--- config.mk ---
export PLATFORM = sky130hd
export DESIGN_NAME = ssb_resource_element_mapper_unit
export DESIGN_NICKNAME = d
export VERILOG_FILES = /design/src/design/ssb_rem_pkg.sv /design/src/design/ssb_resource_element_mapper_unit.sv /design/src/design/ssb_rem_ctrl.sv /design/src/design/ssb_rem_dpath.sv
export SDC_FILE = /design/constraint.sdc
export NUM_CORES = 1
export LEC_CHECK = 0
export CAP_MARGIN = 25
export CELL_PAD_IN_SITES_DETAIL_PLACEMENT = 1
export CELL_PAD_IN_SITES_GLOBAL_PLACEMENT = 1
export CORE_UTILIZATION = 40
export CTS_BUF_LIST = sky130_fd_sc_hd__clkbuf_8
export DETAILED_ROUTE_END_ITERATION = 7
export DONT_BUFFER_PORTS = 1
export GPL_TIMING_DRIVEN = 0
export PLACE_DENSITY_LB_ADDON = 0.1
export SKIP_CTS_REPAIR_TIMING = 1
export SYNTH_ARGS = -nofsm -noshare
export SYNTH_HDL_FRONTEND = slang
export SYNTH_SLANG_ARGS = --single-unit
--- constraint.sdc ---
create_clock -name clock -period 5.5 [get_ports clock]
set_clock_uncertainty 0.2 [all_clocks]
set_input_delay 0.55 -clock clock [delete_from_list [all_inputs] [get_ports clock]]
set_output_delay 0.55 -clock clock [all_outputs]
set_load 0.005 [all_outputs]
--- src/design/ssb_rem_pkg.sv ---
// ----------------------------------------------------------------------------
// ssb resource element mapper package
// shared widths, codes, constants and controller/datapath interface structs
// ----------------------------------------------------------------------------
`timescale 1ns / 1ps
`default_nettype none

package ssb_rem_pkg;

   // grid geometry
   localparam int unsigned SymWidth = 2;
   localparam int unsigned ScWidth  = 8;
   localparam logic [ScWidth-1:0] SC_LAST       = 8'd239;
   localparam logic [ScWidth-1:0] SYNC_LO       = 8'd56;
   localparam logic [ScWidth-1:0] SYNC_HI_EXCL  = 8'd183;
   localparam logic [ScWidth-1:0] PBCH_LO_END   = 8'd48;
   localparam logic [ScWidth-1:0] PBCH_HI_START = 8'd192;

   // sample and register widths
   localparam int unsigned SampleWidth = 16;
   localparam int unsigned CellIdWidth = 10;
   localparam int unsigned SeedWidth   = 31;
   localparam int unsigned KindWidth   = 3;

   // pseudo-random generator
   localparam logic [SeedWidth-1:0] LCG_MUL       = 31'd1103515245;
   localparam logic [SeedWidth-1:0] LCG_ADD       = 31'd12345;
   localparam int unsigned          LcgBit        = 16;
   localparam logic [CellIdWidth-1:0] CELL_ID_RST = 10'd276;
   localparam logic [SeedWidth-1:0] DMRS_SEED_RST = 31'd575488;

   // element values, q1.15
   localparam logic signed [SampleWidth-1:0] ONE_SAT  = 16'sd32767;
   localparam logic signed [SampleWidth-1:0] DMRS_POS = 16'sd23170;
   localparam logic signed [SampleWidth-1:0] DMRS_NEG = -16'sd23170;
   localparam logic signed [SampleWidth-1:0] ZERO_VAL = 16'sd0;

   // element kinds
   localparam logic [KindWidth-1:0] KIND_EMPTY = 3'd0;
   localparam logic [KindWidth-1:0] KIND_PSS   = 3'd1;
   localparam logic [KindWidth-1:0] KIND_SSS   = 3'd2;
   localparam logic [KindWidth-1:0] KIND_DATA  = 3'd3;
   localparam logic [KindWidth-1:0] KIND_DMRS  = 3'd4;

   // configuration register indexes
   localparam int unsigned CsrAddrWidth = 1;
   localparam logic [CsrAddrWidth-1:0] CSR_CELL_ID   = 1'b0;
   localparam logic [CsrAddrWidth-1:0] CSR_DMRS_SEED = 1'b1;

   // stream widths
   localparam int unsigned ReqDataWidth = 32;
   localparam int unsigned RspDataWidth = 48;
   localparam int unsigned RspUserWidth = 4;

   // controller states
   typedef enum logic [3:0] {
      ST_IDLE = 4'b0001,
      ST_GEN0 = 4'b0010,
      ST_GEN1 = 4'b0100,
      ST_EMIT = 4'b1000
   } state_type;

   // controller to datapath
   typedef struct packed {
      logic accept;  // take the offered item into the item stage
      logic gen0;    // first generator step
      logic gen1;    // second generator step
      logic emit;    // load the output register
   } cmd_type;

   // datapath to controller
   typedef struct packed {
      logic is_dmrs;   // current grid position is a dmrs element
      logic out_free;  // output register empty or draining this cycle
   } status_type;

endpackage

`default_nettype wire

--- src/design/ssb_resource_element_mapper_unit.sv ---
// ----------------------------------------------------------------------------
// ssb resource element mapper
// walks the 4 x 240 ss/pbch block grid and emits one resource element per
// accepted transfer: pss, sss, pbch dmrs, pbch data or empty
// ----------------------------------------------------------------------------
//  channel | direction | handshake            | payload
//  req     | in        | req_tvalid/req_tready | tdata: data_i, data_q
//  rsp     | out       | rsp_tvalid/rsp_tready | tdata: position, value; tuser: kind,
//          |           |                       | took flag; tlast: end of block
//  csr     | in        | csr_we                | csr_addr, csr_wdata
//
// pss, sss, pbch data and empty elements go straight to emit when the
// result side drains; a dmrs element first passes through states gen0 and gen1 for the
// two dependent steps of the generator through its single 31-bit multiplier
// reset puts the walk at symbol 0 subcarrier 0 and loads register defaults
// one finished result waits in the output register while the next transfer
// is taken into the item stage; further input stalls until the result drains
// ----------------------------------------------------------------------------
`timescale 1ns / 1ps
`default_nettype none

module ssb_resource_element_mapper_unit
   import ssb_rem_pkg::*;
(
   input  wire logic                     clock,
   input  wire logic                     reset,
   // offered pbch sample
   input  wire logic                     req_tvalid,
   output      logic                     req_tready,
   input  wire logic [ReqDataWidth-1:0]  req_tdata,   // data_i [15:0], data_q [31:16]
   // mapped resource element
   output      logic                     rsp_tvalid,
   input  wire logic                     rsp_tready,
   output      logic [RspDataWidth-1:0]  rsp_tdata,   // symbol_index [1:0], subcarrier [9:2],
                                                      // value_i [25:10], value_q [41:26], zero fill
   output      logic [RspUserWidth-1:0]  rsp_tuser,   // re_kind [2:0], took_data [3]
   output      logic                     rsp_tlast,   // last_of_block
   // configuration writes
   input  wire logic                     csr_we,
   input  wire logic [CsrAddrWidth-1:0]  csr_addr,    // 0 cell_id, 1 dmrs_seed
   input  wire logic [SeedWidth-1:0]     csr_wdata
);

   cmd_type    cmd;
   status_type status;

   // controller: one-hot sequencer for accept, generator steps and emit
   ssb_rem_ctrl u_ctrl (
      .clock      (clock),
      .reset      (reset),
      .req_tvalid (req_tvalid),
      .req_tready (req_tready),
      .status     (status),
      .cmd        (cmd)
   );

   // datapath: grid walk, classification, generator and result registers
   ssb_rem_dpath u_dpath (
      .clock      (clock),
      .reset      (reset),
      .cmd        (cmd),
      .status     (status),
      .csr_we     (csr_we),
      .csr_addr   (csr_addr),
      .csr_wdata  (csr_wdata),
      .req_tdata  (req_tdata),
      .rsp_tready (rsp_tready),
      .rsp_tvalid (rsp_tvalid),
      .rsp_tdata  (rsp_tdata),
      .rsp_tuser  (rsp_tuser),
      .rsp_tlast  (rsp_tlast)
   );

   // a result never overwrites one still waiting in the output register
   a_emit_free: assert property (@(posedge clock) disable iff (reset)
      cmd.emit |-> (!rsp_tvalid || rsp_tready))
      else $error("result loaded over a pending output transfer");

   // the two generator steps always run back to back
   a_gen_pair: assert property (@(posedge clock) disable iff (reset)
      cmd.gen0 |=> cmd.gen1)
      else $error("generator step pair broken");

   // end of block only on the final grid element
   a_last_pos: assert property (@(posedge clock) disable iff (reset)
      (rsp_tvalid && rsp_tlast) |-> ((rsp_tdata[1:0] == 2'd3) &&
                                     (rsp_tdata[9:2] == SC_LAST)))
      else $error("tlast away from the final element");

   // a consumed sample only ever maps to a pbch data element
   a_took_data: assert property (@(posedge clock) disable iff (reset)
      (rsp_tvalid && rsp_tuser[3]) |-> (rsp_tuser[2:0] == KIND_DATA))
      else $error("sample consumed at a non-data element");

endmodule

`default_nettype wire

--- src/design/ssb_rem_ctrl.sv ---
// ----------------------------------------------------------------------------
// ssb resource element mapper controller
// sequences item acceptance, generator steps and result emission
// ----------------------------------------------------------------------------
`timescale 1ns / 1ps
`default_nettype none

module ssb_rem_ctrl
   import ssb_rem_pkg::*;
(
   input  wire logic       clock,
   input  wire logic       reset,
   input  wire logic       req_tvalid,
   output      logic       req_tready,
   input  wire status_type status,
   output      cmd_type    cmd
);

   state_type state_ff, state_in;
   logic      ready;
   logic      accept;

   // the item stage frees up as soon as its result moves into the output register
   assign ready  = (state_ff == ST_IDLE) || ((state_ff == ST_EMIT) && status.out_free);
   assign accept = ready && req_tvalid;

   assign req_tready = ready;
   assign cmd.accept = accept;
   assign cmd.gen0   = (state_ff == ST_GEN0);
   assign cmd.gen1   = (state_ff == ST_GEN1);
   assign cmd.emit   = (state_ff == ST_EMIT) && status.out_free;

   always_comb begin
      state_in = state_ff;
      unique case (state_ff)
         ST_IDLE: begin
            if (accept) begin
               state_in = status.is_dmrs ? ST_GEN0 : ST_EMIT;
            end
         end
         ST_GEN0: begin
            state_in = ST_GEN1;
         end
         ST_GEN1: begin
            state_in = ST_EMIT;
         end
         ST_EMIT: begin
            if (status.out_free) begin
               if (accept) begin
                  state_in = status.is_dmrs ? ST_GEN0 : ST_EMIT;
               end else begin
                  state_in = ST_IDLE;
               end
            end
         end
         default: begin
            state_in = ST_IDLE;
         end
      endcase
   end

   always_ff @(posedge clock) begin
      if (reset) begin
         state_ff <= ST_IDLE;
      end else begin
         state_ff <= state_in;
      end
   end

endmodule

`default_nettype wire

--- src/design/ssb_rem_dpath.sv ---
// ----------------------------------------------------------------------------
// ssb resource element mapper datapath
// grid position, classification, dmrs generator, item stage and output register
// ----------------------------------------------------------------------------
`timescale 1ns / 1ps
`default_nettype none

module ssb_rem_dpath
   import ssb_rem_pkg::*;
(
   input  wire logic                     clock,
   input  wire logic                     reset,
   input  wire cmd_type                  cmd,
   output      status_type               status,
   input  wire logic                     csr_we,
   input  wire logic [CsrAddrWidth-1:0]  csr_addr,
   input  wire logic [SeedWidth-1:0]     csr_wdata,
   input  wire logic [ReqDataWidth-1:0]  req_tdata,
   input  wire logic                     rsp_tready,
   output      logic                     rsp_tvalid,
   output      logic [RspDataWidth-1:0]  rsp_tdata,
   output      logic [RspUserWidth-1:0]  rsp_tuser,
   output      logic                     rsp_tlast
);

   // configuration
   logic [CellIdWidth-1:0] cell_id_ff;
   logic [SeedWidth-1:0]   dmrs_seed_ff;

   // grid position of the next element
   logic [SymWidth-1:0] sym_ff, sym_in;
   logic [ScWidth-1:0]  sc_ff, sc_in;

   // generator
   logic [SeedWidth-1:0] lcg_ff, lcg_in;
   logic [SeedWidth-1:0] lcg_step;
   logic                 b0_ff, b1_ff;

   // item stage
   logic [SymWidth-1:0]           item_sym_ff;
   logic [ScWidth-1:0]            item_sc_ff;
   logic [KindWidth-1:0]          item_kind_ff;
   logic signed [SampleWidth-1:0] item_di_ff, item_dq_ff;

   // output register
   logic                    rsp_tvalid_ff, rsp_tvalid_in;
   logic [RspDataWidth-1:0] rsp_tdata_ff;
   logic [RspUserWidth-1:0] rsp_tuser_ff;
   logic                    rsp_tlast_ff;

   // classification of the current position
   logic                 sync_band, pbch_band, dmrs_pos;
   logic [KindWidth-1:0] kind;

   // emitted values
   logic signed [SampleWidth-1:0] val_i, val_q;
   logic                          took;
   logic                          last;

   always_ff @(posedge clock) begin
      if (reset) begin
         cell_id_ff   <= CELL_ID_RST;
         dmrs_seed_ff <= DMRS_SEED_RST;
      end else if (csr_we) begin
         unique case (csr_addr)
            CSR_CELL_ID:   cell_id_ff   <= csr_wdata[CellIdWidth-1:0];
            CSR_DMRS_SEED: dmrs_seed_ff <= csr_wdata;
            default: ;
         endcase
      end
   end

   assign sync_band = (sc_ff >= SYNC_LO) && (sc_ff < SYNC_HI_EXCL);
   assign pbch_band = (sym_ff == 2'd1) || (sym_ff == 2'd3) ||
                      ((sym_ff == 2'd2) && ((sc_ff < PBCH_LO_END) || (sc_ff >= PBCH_HI_START)));
   assign dmrs_pos  = (sc_ff[1:0] == cell_id_ff[1:0]);

   always_comb begin
      if ((sym_ff == 2'd0) && sync_band) begin
         kind = KIND_PSS;
      end else if ((sym_ff == 2'd2) && sync_band) begin
         kind = KIND_SSS;
      end else if (pbch_band && dmrs_pos) begin
         kind = KIND_DMRS;
      end else if (pbch_band) begin
         kind = KIND_DATA;
      end else begin
         kind = KIND_EMPTY;
      end
   end

   assign status.is_dmrs  = (kind == KIND_DMRS);
   assign status.out_free = !rsp_tvalid_ff || rsp_tready;

   // position walk, subcarrier fastest
   always_comb begin
      sym_in = sym_ff;
      sc_in  = sc_ff;
      if (cmd.accept) begin
         if (sc_ff == SC_LAST) begin
            sc_in  = '0;
            sym_in = sym_ff + 2'd1;
         end else begin
            sc_in = sc_ff + 8'd1;
         end
      end
   end

   always_ff @(posedge clock) begin
      if (reset) begin
         sym_ff <= '0;
         sc_ff  <= '0;
      end else begin
         sym_ff <= sym_in;
         sc_ff  <= sc_in;
      end
   end

   // one multiply-add per cycle, modulo 2^31 by truncation
   assign lcg_step = lcg_ff * LCG_MUL + LCG_ADD;

   always_comb begin
      lcg_in = lcg_ff;
      if (cmd.accept && (sym_ff == 2'd0) && (sc_ff == '0)) begin
         lcg_in = dmrs_seed_ff;
      end else if (cmd.gen0 || cmd.gen1) begin
         lcg_in = lcg_step;
      end
   end

   always_ff @(posedge clock) begin
      if (reset) begin
         lcg_ff <= DMRS_SEED_RST;
      end else begin
         lcg_ff <= lcg_in;
      end
   end

   always_ff @(posedge clock) begin
      if (cmd.gen0) begin
         b0_ff <= lcg_step[LcgBit];
      end
      if (cmd.gen1) begin
         b1_ff <= lcg_step[LcgBit];
      end
   end

   always_ff @(posedge clock) begin
      if (cmd.accept) begin
         item_sym_ff  <= sym_ff;
         item_sc_ff   <= sc_ff;
         item_kind_ff <= kind;
         item_di_ff   <= req_tdata[SampleWidth-1:0];
         item_dq_ff   <= req_tdata[2*SampleWidth-1:SampleWidth];
      end
   end

   always_comb begin
      val_i = ZERO_VAL;
      val_q = ZERO_VAL;
      took  = 1'b0;
      case (item_kind_ff) inside
         KIND_PSS, KIND_SSS: begin
            val_i = ONE_SAT;
         end
         KIND_DMRS: begin
            val_i = b0_ff ? DMRS_NEG : DMRS_POS;
            val_q = b1_ff ? DMRS_NEG : DMRS_POS;
         end
         KIND_DATA: begin
            val_i = item_di_ff;
            val_q = item_dq_ff;
            took  = 1'b1;
         end
         default: ;
      endcase
   end

   assign last = (item_sym_ff == 2'd3) && (item_sc_ff == SC_LAST);

   always_comb begin
      rsp_tvalid_in = rsp_tvalid_ff;
      if (cmd.emit) begin
         rsp_tvalid_in = 1'b1;
      end else if (rsp_tready) begin
         rsp_tvalid_in = 1'b0;
      end
   end

   always_ff @(posedge clock) begin
      if (reset) begin
         rsp_tvalid_ff <= 1'b0;
      end else begin
         rsp_tvalid_ff <= rsp_tvalid_in;
      end
   end

   always_ff @(posedge clock) begin
      if (cmd.emit) begin
         rsp_tdata_ff <= {6'd0, val_q, val_i, item_sc_ff, item_sym_ff};
         rsp_tuser_ff <= {took, item_kind_ff};
         rsp_tlast_ff <= last;
      end
   end

   assign rsp_tvalid = rsp_tvalid_ff;
   assign rsp_tdata  = rsp_tdata_ff;
   assign rsp_tuser  = rsp_tuser_ff;
   assign rsp_tlast  = rsp_tlast_ff;

endmodule

`default_nettype wire

Word-level counts from Yosys, hierarchy flattened
Index checks and enable logic that the tools add are counted.
{"block": "totals", "rom_bits": 0, "ramBits": 0, "wordCells": 94, "mem_count": 0, "latchBits": 0, "reg_bits": 173, "in_bits": 69}
{"block": "classes", "add_sub_neg": 3, "magnitude_cmp": 4, "n_bitwise": 1, "reduce_logical": 27, "n_div": 0, "eq_ne": 18, "shift": 0, "mux": 21, "n_mul": 1}
{"cell": "16-bit 2-to-1 mux", "n": 6}
{"cell": "31-bit 2-to-1 mux", "n": 2}
{"cell": "31-bit by 14-bit adder with 31-bit output, second input constant", "n": 1}
{"cell": "31-bit by 31-bit multiplier with 31-bit output, second input constant", "n": 1}
{"cell": "8-bit == test, second input constant", "n": 2}
{"cell": "4-bit 2-to-1 mux", "n": 4}
{"cell": "4-bit one-hot mux with 4 select lines", "n": 1}
{"cell": "1-bit logical AND", "n": 10}
{"cell": "3-bit 2-to-1 mux", "n": 3}
{"cell": "8-bit by 1-bit adder with 8-bit output, second input constant", "n": 1}
{"cell": "8-bit by 6-bit >= comparator with 1-bit output, second input constant", "n": 1}
{"cell": "8-bit >= comparator, second input constant", "n": 1}
{"cell": "8-bit zero test", "n": 1}
{"cell": "8-bit by 6-bit < comparator with 1-bit output, second input constant", "n": 1}
{"cell": "8-bit < comparator, second input constant", "n": 1}
{"cell": "8-bit 2-to-1 mux", "n": 1}
{"cell": "2-bit AND reduction", "n": 4}
{"cell": "2-bit == test, second input constant", "n": 3}
{"cell": "3-bit by 2-bit == test with 1-bit output, second input constant", "n": 2}
{"cell": "3-bit == test, second input constant", "n": 2}
{"cell": "1-bit logical OR", "n": 6}
{"cell": "4-bit by 1-bit == test with 1-bit output, second input constant", "n": 1}
{"cell": "4-bit by 2-bit == test with 1-bit output, second input constant", "n": 1}
{"cell": "4-bit by 3-bit == test with 1-bit output, second input constant", "n": 1}
{"cell": "14 further kinds", "n": 18}

Depth between registers and ports, before layout
{"block": "depth", "depth_word": 13, "ltp_mapped": 22, "mapped_depth_nobuf": 22}

Modules after synthesis
Synthesis repeated with hierarchy kept, for this count alone.
{"block": "unflattened", "cells_unflattened": 805, "area_unflattened_um2": 8620.8}
{"mod": "ssb_rem_dpath", "area_per_inst_um2": 8343.0, "seq_area_each_um2": 3763.6, "instances": 1, "cells_each": 769}
{"mod": "ssb_rem_ctrl", "area_per_inst_um2": 277.8, "seq_area_each_um2": 80.1, "instances": 1, "cells_each": 36}

Worst setup path before layout
Ideal clock, no wire load.
{"block": "synth_path", "path_kind": "register to register", "start": "reg u_dpath.lcg_ff[8]", "end": "reg u_dpath.b0_ff (data pin)", "path_stages_with_launch": 20, "path_buffers": 0, "path_slack_ps": -240, "setup_time_ps": 269, "t_arrival_ps": 5271, "cell_sequence": "dfxtp_1 > ha_1 > fa_1 > fa_1 > inv_1 > fa_1 > inv_1 > ha_1 > inv_1 > fa_1 > inv_1 > fa_1 > inv_1 > fa_1 > inv_1 > ha_1 > and2_1 > a221o_1 > a31oi_1 > xnor2_1"}
{"block": "synth_via", "elab_chain_len": 2}
{"item": "from (decl)", "line_no": "ssb_rem_dpath.sv:35", "source": "logic [SeedWidth-1:0] lcg_ff, lcg_in;"}
{"item": "from (signal assigned)", "line_no": "ssb_rem_dpath.sv:135", "source": "lcg_ff <= lcg_in;"}
{"item": "31-bit by 31-bit multiplier with 31-bit output", "line_no": "ssb_rem_dpath.sv:120", "source": "assign lcg_step = lcg_ff * LCG_MUL + LCG_ADD;"}
{"item": "31-bit by 14-bit adder with 31-bit output", "line_no": "ssb_rem_dpath.sv:120"}
{"item": "net u_dpath.lcg_step[16]", "line_no": "ssb_rem_dpath.sv:36", "source": "logic [SeedWidth-1:0] lcg_step;"}
{"item": "to (signal assigned)", "line_no": "ssb_rem_dpath.sv:141", "source": "b0_ff <= lcg_step[LcgBit];"}
{"item": "to (decl)", "line_no": "ssb_rem_dpath.sv:37", "source": "logic b0_ff, b1_ff;"}
The timed path passes the listed nets, and every way through them passes these cells.
A chain may end at the register's enable or synchronous reset.

Worst setup path after layout
{"block": "layout_path", "start": "reg u_dpath.lcg_ff[8]", "end": "reg u_dpath.lcg_ff[16]"}
{"block": "layout_via", "elab_chain_len": 4}
{"item": "31-bit by 31-bit multiplier with 31-bit output", "line_no": "ssb_rem_dpath.sv:120"}
{"item": "31-bit by 14-bit adder with 31-bit output", "line_no": "ssb_rem_dpath.sv:120"}
{"item": "31-bit 2-to-1 mux", "line_no": "ssb_rem_dpath.sv:126", "source": "end else if (cmd.gen0 || cmd.gen1) begin"}
{"item": "31-bit 2-to-1 mux", "line_no": "ssb_rem_dpath.sv:124", "source": "if (cmd.accept && (sym_ff == 2'd0) && (sc_ff == '0)) begin"}
No other way between the ends. The select of a mux whose other input is x is not followed.

==> key figures <==
Global route
  – Initial antenna violation count: 0
  – Largest net degree at the start of global routing: 52
  – Met3 Use GR: 3.70%
  – Number of global-route vias before repair: 5816
  – Met2 usage: 34.8%
  – Grt met1 use: 20.8%
  – First-pass GRT wire length: 30500 um
  – Total Routing Usage GR: 18.5%
  – Congestion Overflow GR: 0
  – Most Crowded Layer GR: met2

Timing
  – Final worst setup slack: -0.257 ns
  – Min cycle time layout: 5.76 ns
  – Fin crit share: 105%
  – Final setup viols: 4
  – Final hold viol count: 0
  – Slew margin rel.: 40.9%
  – RSZ-0062 raised after global routing: yes
  – Slew Limit Fails: 0
  – Worst Tran Pin Value: 0.887 ns
  – Fmax: 174 MHz
  – Setup_tns: -0.651 ns

Die
  – Die area: 21900 sq um
  – Core Box Area: 21000 sq um
  – I/O pins: 124
  – Die Y: 148 um
  – Die width: 148 um
  – Initial Utilization: 40.7%
  – Num rows: 53

Route
  – Drt wl/cell: 17.3 um
  – Routed WL: 20000 um
  – Drt via density: 4.88
  – Via count: 5627
  – Antenna Nets Post-Route: 0
  – DRC errors left: 0
  – Iter 0 DRT Violations: 194
  – DRT Pass-1 Iters: 4

Setup path
  – Worst setup EP type: register
  – Critical Path End: u_dpath.lcg_ff[16]
  – Crit path max fanout: 4
  – R2R cell count: 20
  – Critical path launch point type: register
  – Worst reg-to-reg setup slack: -0.26 ns
  – Setup CP Type: register to register
  – Crit path arrival time: 5.94 ns
  – RR Startpoint: u_dpath.lcg_ff[8]
  – Worst Path Required: 5.68 ns
  – R2R Path End: u_dpath.lcg_ff[16]
  – CP startpoint: u_dpath.lcg_ff[8]

Clock tree
  – CTS buffer count: 17
  – TritonCTS clock tree: yes
  – Latest clock arrival within the worst-skew pair: 0.46 ns
  – Clock buffer depth: 2
  – Number of clock sinks: 145
  – Clock Tree Root: clkbuf_8
  – H-tree depth: 4
  – CTS clk-pin slew, worst paths: 0.09 ns

Final layout
  – Commonest non-fill, non-tap cell in the layout: inv_1
  – Fin cells: 1154
  – Area Overhead vs Synth: 18.9%
  – Most frequent cells in the layout: inv_1 (125), edfxtp_1 (94), ha_1 (69), nand2_1 (65)
  – Share of layout cells above drive strength 1: 15.8%
  – Nets: 1071
  – Ant. Diodes: 0

Synth
  – Synth Area in Compound Gates: 9.39%
  – Main combinational cell family by area after synthesis: adder cells
  – Mean cell area of the mapped netlist: 10.9 sq um
  – Synth Cell Area: 8530 sq um
  – Mux contribution to synthesized area: 0.352%
  – Ys flop type: edfxtp_1
  – Cells after synthesis: 786
  – Total of warnings raised by yosys: 0
  – Simple-Gate Fraction of Synth Area: 8.96%
  – Number of synthesized register bits: 145
  – Register area share after synthesis: 45.1%
  – Post-Synth Adder-Cell Area: 24.0%
  – Ys async rst share: 0%
  – Post-synth EDFFs: 94
  – Cell variety after synth: 53
  – Synth Area in XOR/XNOR: 4.11%

Power and ir drop
  – Peak VDD IR: 147 uV
  – Leak pwr: 4.31 nW
  – PD cells: 274 nW/um^2
  – Overall power: 2.78 mW

Place
  – Placed Cells: 1067
  – DP Worst Slack: -0.765 ns
  – IO buf count: 0
  – Gpl congestion: 0.811
  – DPL Wire Length: 15500 um

Run status
  – Status: finished with violations
  – Failing checks: setup timing

Hold path
  – Hold Path Class: input pin to register

Run
  – Max-cap violations: 0
[power by group]
part | switching [mW] | internal (mW) | leakage [nW]
Combinational | 0.399 | 0.352 | 2.83
Sequential | 0.0337 | 1.23 | 1.30
Clock | 0.445 | 0.326 | 0.187
[how the worst min path moves through the flow]
stage,start,endpoint,depth (start not counted)
finish,csr_wdata[5],u_dpath.dmrs_seed_ff[5],2
global route,csr_wdata[10],u_dpath.dmrs_seed_ff[10],2
CTS,req_tdata[19],u_dpath.item_dq_ff[3],0
detailed placement,u_dpath.sc_ff[4],u_dpath.item_sc_ff[4],0
global placement,u_dpath.sc_ff[4],u_dpath.item_sc_ff[4],0
floorplan,u_dpath.sc_ff[2],u_dpath.item_sc_ff[2],0
[registers in the layout, indices dropped and copies added (netlist names)]
signal,flops
u_dpath.sc_ff,8
u_dpath.b1_ff,1
u_dpath.item_di_ff,16
u_dpath.b0_ff,1
u_dpath.rsp_tvalid,1
u_dpath.item_sc_ff,8
u_dpath.rsp_tdata,42
u_dpath.item_kind_ff,3
u_dpath.item_sym_ff,2
u_dpath.dmrs_seed_ff,17
u_dpath.lcg_ff,17
u_dpath.rsp_tuser,4
u_dpath.sym_ff,2
u_dpath.item_dq_ff,16
u_dpath.cell_id_ff,2
u_dpath.rsp_tlast,1
u_ctrl.state_ff,4
[layout make-up]
class | instances | area, sq um
plain buffers | 32 | 151
clock buffers | 17 | 234
clock inverters | 15 | 126
fillers | 2281 | 10800
inverters | 144 | 542
multi-input cells | 470 | 4340
flip-flops and latches | 145 | 3880
well taps | 275 | 344
repair buffers | 56 | 526
[synth_stat cells (all sizes together) (4+ instances only)]
master	count	area [sq um]
ha	90	1130
a221oi	10	87.6
dfxtp	51	1020
buf	12	76.3
a22oi	7	52.6
o21ai	20	100
edfxtp	94	2820
nand3b	5	37.5
fa	46	921
xnor2	32	280
nand2	65	244
nor2	42	158
xor2	8	70.1
and2	4	25.0
a21o	26	195
a21oi	42	210
nand4	7	43.8
inv	143	537
nor2b	4	25.0
nor3	6	35.0
clkbuf	20	75.1
nand2b	13	81.3
[critical path, cell delays in order (launching register included)]
cell and delay [ns]:
dfxtp_4 0.39, ha_4 0.25, fa_1 0.51, fa_1 0.53, inv_2 0.04, fa_1 0.49
inv_2 0.05, ha_4 0.25, inv_2 0.03, fa_1 0.51, inv_2 0.04, fa_1 0.51
inv_2 0.05, fa_1 0.53, inv_2 0.05, ha_4 0.27, and2_4 0.13, a221o_1 0.18
a31oi_4 0.06, or4_4 0.55, o211ai_2 0.07
[cells by family after synthesis]
logic type               after synthesis
buffers and inverters                176
AND/OR/NAND/NOR                      162
flip-flops                           145
adder cells (fa/ha/maj)              136
AO/OA/AOI/OAI                        123
XOR/XNOR                              40
multiplexers                           3
other                                  1
[routing by layer]
layer  part of all wire [%]  up-vias  wire length, um
li1                       -     2758                -
met1                     42     2766             8350
met2                     54       83            10800
met3                    2.9       20              577
met4                    1.3        0              251
met5                      0        -                0
[stage by stage]
step                      hold WS, ns  area (sq um)  util (%)
final                          0.0123         10100      48.4
after global routing         -0.00176         10100      48.4
after CTS                     -0.0515          9330      44.5
after detailed placement        0.217          8970      42.8
after global placement          0.213          8940      42.7
after floorplan                 0.206          8600         -
(Power assumes the default switching activity.)
